[src/rtl/length_prefixed_deframer_core_assert.svh]
// assertion macros for the length-prefixed deframer
`ifndef LENGTH_PREFIXED_DEFRAMER_CORE_ASSERT_SVH
`define LENGTH_PREFIXED_DEFRAMER_CORE_ASSERT_SVH

// same-cycle implication, disabled during reset
`define LPD_ASSERT_NOW(label, clk, rst_n, ante, cons) \
  label: assert property (@(posedge clk) disable iff (!rst_n) (ante) |-> (cons)) \
    else $error("lpd assertion failed");

// next-cycle implication, disabled during reset
`define LPD_ASSERT_NEXT(label, clk, rst_n, ante, cons) \
  label: assert property (@(posedge clk) disable iff (!rst_n) (ante) |=> (cons)) \
    else $error("lpd assertion failed");

`endif

[src/rtl/lpd_pkg.sv]
`timescale 1ns / 1ps

package lpd_pkg;

  localparam int unsigned ByteW = 8;
  localparam int unsigned LenW  = 32;

  typedef struct packed {
    logic            done;
    logic [LenW-1:0] len;
  } hdr_t;

endpackage

[src/rtl/lpd_hdr.sv]
`timescale 1ns / 1ps

module lpd_hdr #(
  parameter int unsigned HEADER_BYTES = 4
) (
  input  logic                       clk_i,
  input  logic                       rst_ni,
  input  logic                       byte_en_i,
  input  logic [lpd_pkg::ByteW-1:0]  data_byte_i,
  output lpd_pkg::hdr_t              hdr_o
);
  import lpd_pkg::*;

  localparam int unsigned CntW = (HEADER_BYTES > 1) ? $clog2(HEADER_BYTES) : 1;

  logic [CntW-1:0] pos_q, pos_d;
  logic [LenW-1:0] acc_q, acc_d, acc_new;
  logic [2:0]      pos_ext;
  logic            last_pos;

  assign pos_ext  = 3'(pos_q);
  assign last_pos = (pos_q == CntW'(HEADER_BYTES - 1));

  always_comb begin
    acc_new = acc_q;
    if (!pos_ext[2]) begin
      acc_new = acc_q | (LenW'(data_byte_i) << {pos_ext[1:0], 3'b000});
    end else if (data_byte_i != '0) begin
      acc_new = '1;
    end
  end

  always_comb begin
    pos_d = pos_q;
    acc_d = acc_q;
    if (byte_en_i) begin
      if (last_pos) begin
        pos_d = '0;
        acc_d = '0;
      end else begin
        pos_d = pos_q + CntW'(1);
        acc_d = acc_new;
      end
    end
  end

  always_ff @(posedge clk_i or negedge rst_ni) begin
    if (!rst_ni) begin
      pos_q <= '0;
      acc_q <= '0;
    end else begin
      pos_q <= pos_d;
      acc_q <= acc_d;
    end
  end

  assign hdr_o.done = byte_en_i && last_pos;
  assign hdr_o.len  = acc_new;

endmodule

[src/rtl/length_prefixed_deframer_core.sv]
// channel  | handshake                | payload
// ---------+--------------------------+---------------------------------
// in       | in_valid_i / in_ready_o  | data_byte_i
// out      | out_valid_o / out_ready_i| payload_byte_o, last_of_frame_o
//
// one stream byte per cycle while in_ready_o is high; a payload byte appears at the
// output in the cycle after its transfer, held in the output register
// header bytes are taken even while the output register is stalled
// payload bytes wait only when the output register is full and not taken
// reset clears the header counter, length and remaining count: awaits a header
`timescale 1ns / 1ps
`include "length_prefixed_deframer_core_assert.svh"

module length_prefixed_deframer_core #(
  parameter int unsigned HEADER_BYTES = 4
) (
  input  logic                      clk_i,
  input  logic                      rst_ni,
  input  logic                      in_valid_i,
  output logic                      in_ready_o,
  input  logic [lpd_pkg::ByteW-1:0] data_byte_i,
  output logic                      out_valid_o,
  input  logic                      out_ready_i,
  output logic [lpd_pkg::ByteW-1:0] payload_byte_o,
  output logic                      last_of_frame_o
);
  import lpd_pkg::*;

  logic [LenW-1:0]  rem_q, rem_d;
  logic             out_valid_q, out_valid_d;
  logic [ByteW-1:0] payload_q;
  logic             last_q;
  logic             streaming, in_fire, load;
  hdr_t             hdr;

  assign streaming  = (rem_q != '0);
  assign in_ready_o = !streaming || !out_valid_q || out_ready_i;
  assign in_fire    = in_valid_i && in_ready_o;
  assign load       = in_fire && streaming;

  lpd_hdr #(
    .HEADER_BYTES(HEADER_BYTES)
  ) u_hdr (
    .clk_i      (clk_i),
    .rst_ni     (rst_ni),
    .byte_en_i  (in_fire && !streaming),
    .data_byte_i(data_byte_i),
    .hdr_o      (hdr)
  );

  always_comb begin
    rem_d = rem_q;
    if (load) begin
      rem_d = rem_q - LenW'(1);
    end else if (hdr.done) begin
      rem_d = hdr.len;
    end
  end

  always_comb begin
    out_valid_d = out_valid_q;
    if (load) begin
      out_valid_d = 1'b1;
    end else if (out_ready_i) begin
      out_valid_d = 1'b0;
    end
  end

  always_ff @(posedge clk_i or negedge rst_ni) begin
    if (!rst_ni) begin
      rem_q       <= '0;
      out_valid_q <= 1'b0;
    end else begin
      rem_q       <= rem_d;
      out_valid_q <= out_valid_d;
    end
  end

  always_ff @(posedge clk_i) begin
    if (load) begin
      payload_q <= data_byte_i;
      last_q    <= (rem_q == LenW'(1));
    end
  end

  assign out_valid_o     = out_valid_q;
  assign payload_byte_o  = payload_q;
  assign last_of_frame_o = last_q;

  `LPD_ASSERT_NEXT(a_last_marked, clk_i, rst_ni, load && (rem_q == LenW'(1)), out_valid_o && last_of_frame_o)
  `LPD_ASSERT_NEXT(a_payload_shown, clk_i, rst_ni, load, out_valid_o && (payload_byte_o == $past(data_byte_i)))
  `LPD_ASSERT_NOW(a_stall_cause, clk_i, rst_ni, !in_ready_o, out_valid_o && !out_ready_i && streaming)

endmodule
[config.mk]
export PLATFORM = sky130hd
export DESIGN_NAME = length_prefixed_deframer_core
export DESIGN_NICKNAME = d
export VERILOG_FILES = /design/src/rtl/lpd_pkg.sv /design/src/rtl/lpd_hdr.sv /design/src/rtl/length_prefixed_deframer_core.sv
export VERILOG_INCLUDE_DIRS = /design/src /design/src/rtl
export SDC_FILE = /design/constraint.sdc
export NUM_CORES = 1
export LEC_CHECK = 0
export BUFFER_PORTS_ARGS = -buffer_cell sky130_fd_sc_hd__buf_2
export CAP_MARGIN = 0
export CORE_ASPECT_RATIO = 1.1
export CORE_MARGIN = 3
export CORE_UTILIZATION = 55
export DETAILED_ROUTE_END_ITERATION = 8
export HOLD_SLACK_MARGIN = 0.08
export PLACE_DENSITY = 0.82
export SLEW_MARGIN = 25
export SYNTH_ARGS = -nofsm -noshare
export SYNTH_HDL_FRONTEND = slang
export SYNTH_SLANG_ARGS = --single-unit
[constraint.sdc]
create_clock -name clk_i -period 3.4 [get_ports clk_i]
set_clock_uncertainty 0.15 [all_clocks]
set_input_delay 0.17 -clock clk_i [delete_from_list [all_inputs] [get_ports clk_i]]
set_output_delay 0.17 -clock clk_i [all_outputs]
set_load 0.01 [all_outputs]
After elaboration in Yosys (flattened, before gate mapping)
Cells that the tools add are included.

word-level totals
  logic and storage cells = 29
  register bits after elaboration = 76
  output and inout bits = 11

operators by class
  mux-type cells = 6
  bitwise logic cells = 1
  add/subtract/negate cells = 2
  shift-type cells = 1
  reduce and logical (&&, ||, !) cells = 11
  eq/ne operators = 2

operators by type and width
  cell                                                number
  2-to-1 mux 32 bit                                   3
  == test 32 x 1 -> 1 bit, second input constant      1
  OR 32 bit                                           1
  nonzero test 32 bit                                 1
  << shifter 8 x 5 -> 32 bit                          1
  subtractor 32 x 1 -> 32 bit, second input constant  1
  logical AND 1 bit                                   4
  nonzero test 2 bit                                  2
  adder 2 x 1 -> 2 bit, second input constant         1
  == test 2 bit, second input constant                1
  logical NOT 1 bit                                   2
  logical OR 1 bit                                    2
  2-to-1 mux 1 bit                                    2
  2-to-1 mux 2 bit                                    1

Depth between registers and ports, before layout
  word-level depth = 9
  depth in mapped cells = 11
  depth with buffers taken out = 9

By module
From an unflattened synthesis, not the netlist that was laid out.

unflattened totals
  cells, all modules = 445
  area, all modules = 4286.6 sq um

by module, submodules not included
  module                         sequential area each (sq um)  area each (sq um)  cells an instance  instances
  length_prefixed_deframer_core  1096.1                        2438.6             264                1
  lpd_hdr                        850.8                         1848.0             181                1

Worst setup path after synthesis
OpenSTA, ideal clock, no wires.

  path kind = reg-to-reg
  from = register rem_q[23]
  to = register rem_q[19]
  setup time = 119 ps
  setup slack = 472 ps
  stages on the path, launching flop included = 10
  path buffers = 2
  period minus slack after synthesis = 2928 ps
  arrival time = 2659 ps
  cells stage by stage = dfrtp_1 or4_4 or4_4 nor4_4 nand2b_1 buf_4 inv_2 buf_6 mux2_4 o21a_1

on the way
  elaborated cells between the ends (all ways) = 10
  those cells by class = mux: 1; reduce/logical: 9

RTL lines
  item                                                            line                                 RTL
  start: declaration                                              length_prefixed_deframer_core.sv:29  logic [LenW-1:0] rem_q, rem_d;
  start signal: assignment                                        length_prefixed_deframer_core.sv:74  rem_q <= rem_d;
  nonzero test 32 bit (*)                                         length_prefixed_deframer_core.sv:36  assign streaming = (rem_q != '0);
  logical NOT 1 bit                                               length_prefixed_deframer_core.sv:37  assign in_ready_o = !streaming || !out_valid_q || out_ready_i;
  logical OR 1 bit (2 in series)                                  length_prefixed_deframer_core.sv:37
  logical AND 1 bit                                               length_prefixed_deframer_core.sv:38  assign in_fire = in_valid_i && in_ready_o;
  logical AND 1 bit (*)                                           length_prefixed_deframer_core.sv:39  assign load = in_fire && streaming;
  via load                                                        length_prefixed_deframer_core.sv:33  logic streaming, in_fire, load;
  2-to-1 mux 32 bit / nonzero test 2 bit (equally long branches)  n/a

The timed path passes the listed nets; every way through them passes the cells marked *.
A chain may end at the register's enable or synchronous reset.

Final worst setup path
  from = register rem_q[23]
  to = register rem_q[18]

on the way
  longest elaborated chain between the ends = 8
  elaborated cells between the ends (all ways) = 10
  those cells by class = mux: 1; reduce/logical: 9

RTL lines
  item                                 line                                                                      RTL
  nonzero test 32 bit (*)              length_prefixed_deframer_core.sv:36
  logical NOT 1 bit                    length_prefixed_deframer_core.sv:37, length_prefixed_deframer_core.sv:46
  logical OR 1 bit (2 in series)       length_prefixed_deframer_core.sv:37
  logical AND 1 bit                    length_prefixed_deframer_core.sv:38
  logical AND 1 bit                    length_prefixed_deframer_core.sv:46                                       .byte_en_i (in_fire && !streaming),
  logical AND 1 bit                    lpd_hdr.sv:57                                                             assign hdr_o.done = byte_en_i && last_pos;
  nonzero test 2 bit (no source line)  n/a

Every way passes the cells marked *; elsewhere a longest branch is shown, timed or not.

==> summary.md <==
| Metric | Value |
|---|---|
| Worst-case clock buffer depth | `2` |
| Worst stage delay on the critical path | `0.59 ns` |
| Final RePlAce weighted congestion | `0.880` |
| Final antenna-violating net count | `0` |
| Top Family by Delay on Critical Path | `simple AND/OR/NAND/NOR gates` |
| Die H | `93.0 um` |
| Worst hold endpoint | `rem_q[12]$_DFFE_PN0P_` |
| Final setup viols | `0` |
| Reg2Reg Capture Point | `rem_q[18]$_DFFE_PN0P_` |
| Synth Area in Compound Gates | `17.2%` |
| WHS | `0.206 ns` |
| Initial Util | `between 50% and 60%` |
| Vias | `3204` |
| Number of I/O pins | `23` |
| Final Hold Viols | `0` |
| WL per Instance | `19.5 um` |
| Post-synthesis adder-cell area fraction | `1.32%` |
| Total power | `2040 uW` |
| Largest family of logic cells by synthesized area | `simple AND/OR/NAND/NOR gates` |
| WP data required | `3.50 ns` |
| Headroom to the max-slew limit | `35.1%` |
| Final Util | `around 65%` |
| IO buf count | `22` |
| Syn Area/Cell | `around 10 sq um` |
| Setup TNS | `0 ns` |
| CP max-delay cell | `or4_4` |
| Post-synthesis mux area share | `under 10%` |
| Post-synthesis sequential area ratio | `51.4%` |
| Initial antenna violation count | `0` |
| Layout Nets | `426` |
| Warnings, synthesis | `0` |
| R2r setup slk | `0.17 ns` |
| Fmax achieved | `between 300 and 400 MHz` |
| Final WS setup | `around 0.17 ns` |
| Hpwl dp | `between 6 and 7 mm` |
| Rows | `31` |
| Drt pass-1 iters | `7` |
| Synth async-reset ratio | `88.2%` |
| Cell with the most instances on the worst path | `or4_4` |
| Type of the worst min-delay path | `in -> reg` |
| Worst R2R Start | `rem_q[23]$_DFFE_PN0P_` |
| Clock transition at the registers of the reported paths | `0.08 ns` |
| Crit end category | `register` |
| Syn Nets | `390` |
| CTS Buf Count | `9` |
| CP Buf/Inv Count | `2` |
| Crit path time final | `3.23 ns` |
| Arrival time worst endpoint | `3.34 ns` |
| Diodes inserted | `0` |
| Pin count of the biggest net entering global routing | `42` |
| DRC | `0` |
| Via density | `between 6 and 7` |
| # clock sinks | `76` |
| Clk Latency, worst-skew pair | `0.35 ns` |
| Unique masters post-synth | `between 40 and 50` |
| Overflow after GRT | `0` |
| Routed wire length | `9.70 mm` |
| WHS Path Cells | `4` |
| Crit Path Max Fanout | `30` |
| H-tree levels | `3` |
| Gr usage total | `between 20% and 30%` |
| DR iter-0 viols | `352` |
| Total core area | `0.00663 sq mm` |
| Fraction of the mapped netlist area in simple logic gates | `20.6%` |
| Die Area | `0.00791 sq mm` |
| CTS tree | `yes` |
| Static leakage | `0.00188 uW` |
| Pin slew with the least headroom to its limit | `roughly 0.97 ns` |
| Hold_sp | `in_valid_i` |
| Crit share post-route | `95.0%` |
| Post-CTS sizing | `0` |
| Dpl ws | `0.196 ns` |
| Share of layout cells above drive strength 1 | `16.4%` |
| Area delta synth->final | `13.2%` |
| Peak supply drop | `0.289 mV` |
| Reg2reg path depth | `8` |
| Cell Pwr Density | `477 mW/mm^2` |
| Max-Cap Viols | `0` |
| EDFF count, synth | `9` |
| Unrepaired setup endpoints after global routing | `false` |
| Mapped Cells | `roughly 370` |
| XOR/XNOR Fraction of Synth Area | `2.55%` |
| First-pass GRT wire length | `~16 mm` |
| Slew Viols, Final | `0` |
| Number of global-route vias before repair | `3008` |
| Root Buffer | `clkbuf_8` |
| Outcome | `complete, no violations` |
| Overall die width | `85.1 um` |
| Crit Path Class | `reg -> reg` |
| Mapped cell area | `0.00378 sq mm` |
| CP Launch Type | `register` |
| Critical path, cell by cell | `or4_4 -> or4_4 -> nor4_4 -> buf_4 -> and2_0 -> buf_12 -> nor3_1 -> a221oi_1` |
| Ys flop type | `dfrtp_1` |
| #FFs+latches synth | `76` |
[cell families after synthesis]
group	count (synthesis)
simple gates	142
flops	76
xor+xnor	11
compound gates	103
mux	12
fa+ha+maj	4
buf+inv	26
[worst min-delay path, delay by kind of cell]
kind / cells / cell delay [ns]
compound gates: 2 / 0.25
buf+inv: 1 / 0.12
simple gates: 1 / 0.13
[sequential cells by signal, indices dropped and copies added (netlist names)]
name,flops
last_of_frame_o,1
out_valid_o,1
payload_byte_o,8
rem_q,32
u_hdr.acc_q,32
u_hdr.pos_q,2
[where the power goes]
| part | switching, uW | total [uW] | internal, uW |
|---|---|---|---|
| logic | 193 | 334 | 141 |
| registers | 88.3 | 1080 | 995 |
| clock network | 359 | 628 | 268 |
[cells in the mapped netlist, types with 4 or more instances]
| library cell | n | share of area (%) |
|---|---|---|
| a211oi_1 | 12 | 2.4 |
| a21o_1 | 7 | 1.4 |
| a21oi_1 | 35 | 4.6 |
| a31oi_1 | 24 | 4.0 |
| buf_2 | 10 | 1.3 |
| clkbuf_1 | 8 | 0.79 |
| dfrtp_1 | 67 | 44 |
| edfxtp_1 | 9 | 7.1 |
| ha_1 | 4 | 1.3 |
| mux2_2 | 4 | 1.2 |
| mux2i_1 | 7 | 1.9 |
| nand2_1 | 9 | 0.89 |
| nand3_1 | 5 | 0.66 |
| nor2_1 | 44 | 4.4 |
| nor3_1 | 30 | 4.0 |
| nor4_1 | 12 | 2.0 |
| nor4b_1 | 4 | 0.93 |
| o21ai_0 | 10 | 1.3 |
| or3_1 | 10 | 1.7 |
| or4_4 | 4 | 1.2 |
| xnor2_1 | 11 | 2.5 |
[stage by stage]
| stage | std cells | cell area (sq um) |
|---|---|---|
| finish | 497 | 4290 |
| global route | 497 | 4290 |
| CTS | 495 | 4270 |
| detailed placement | 469 | 3990 |
| global placement | 469 | 3990 |
| floorplan | 374 | 3780 |
[worst max path at each step]
stage | start | to | cells past startpoint | slack, ns
4_1_cts | rem_q[23]$_DFFE_PN0P_ | rem_q[18]$_DFFE_PN0P_ | 8 | 0.14
3_5_place_dp | rem_q[23]$_DFFE_PN0P_ | rem_q[18]$_DFFE_PN0P_ | 8 | 0.20
5_1_grt | rem_q[23]$_DFFE_PN0P_ | rem_q[18]$_DFFE_PN0P_ | 8 | 0.07
6_report | rem_q[23]$_DFFE_PN0P_ | rem_q[18]$_DFFE_PN0P_ | 8 | 0.17
2_1_floorplan | rem_q[23]$_DFFE_PN0P_ | rem_q[19]$_DFFE_PN0P_ | 9 | 0.47
3_3_place_gp | rem_q[23]$_DFFE_PN0P_ | rem_q[18]$_DFFE_PN0P_ | 8 | 0.30
[layout make-up]
cell class | count | area [sq um]
clock buffers | 9 | 124
clock inverters | 7 | 52.6
fillers | 521 | 2350
inverters | 4 | 15.0
multi-input cells | 272 | 1710
flip-flops and latches | 76 | 1950
well taps | 82 | 103
repair buffers | 47 | 335
[cells in the final DEF, fill, tap and decap left out, drive strengths merged, types with 4 or more instances in the layout]
cell / netlist / routed
o21ai: 10 / 10
dfrtp: 67 / 67
clkbuf: 8 / 9
a31oi: 24 / 24
a211oi: 12 / 12
mux2: 5 / 5
nor3: 30 / 30
nor4b: 4 / 4
nand2: 9 / 9
a21oi: 35 / 35
or3: 10 / 10
or4: 6 / 6
a21o: 7 / 7
dlygate4sd3: 0 / 10
mux2i: 7 / 7
clkinv: 0 / 5
edfxtp: 9 / 9
inv: 4 / 5
buf: 14 / 37
nor2: 44 / 44
nor4: 14 / 14
and2: 5 / 5
xnor2: 11 / 11
ha: 4 / 4
nand3: 5 / 5
[layer usage]
metal  up-vias  track usage, %  wire, um
met5         -               0         0
met4         0            8.84       199
met3        23            6.52       923
met2       168            39.0      4490
met1      1541            36.0      4090
li1       1472               -         -
[what timing repair did]
item                                    in CTS  in global routing
endpoints found under the hold margin       54                  0
hold buffers                                10                  0
buffers inserted                             0                  2
endpoints found under the setup margin       0                  1
Power figures use the tool's default switching activity.
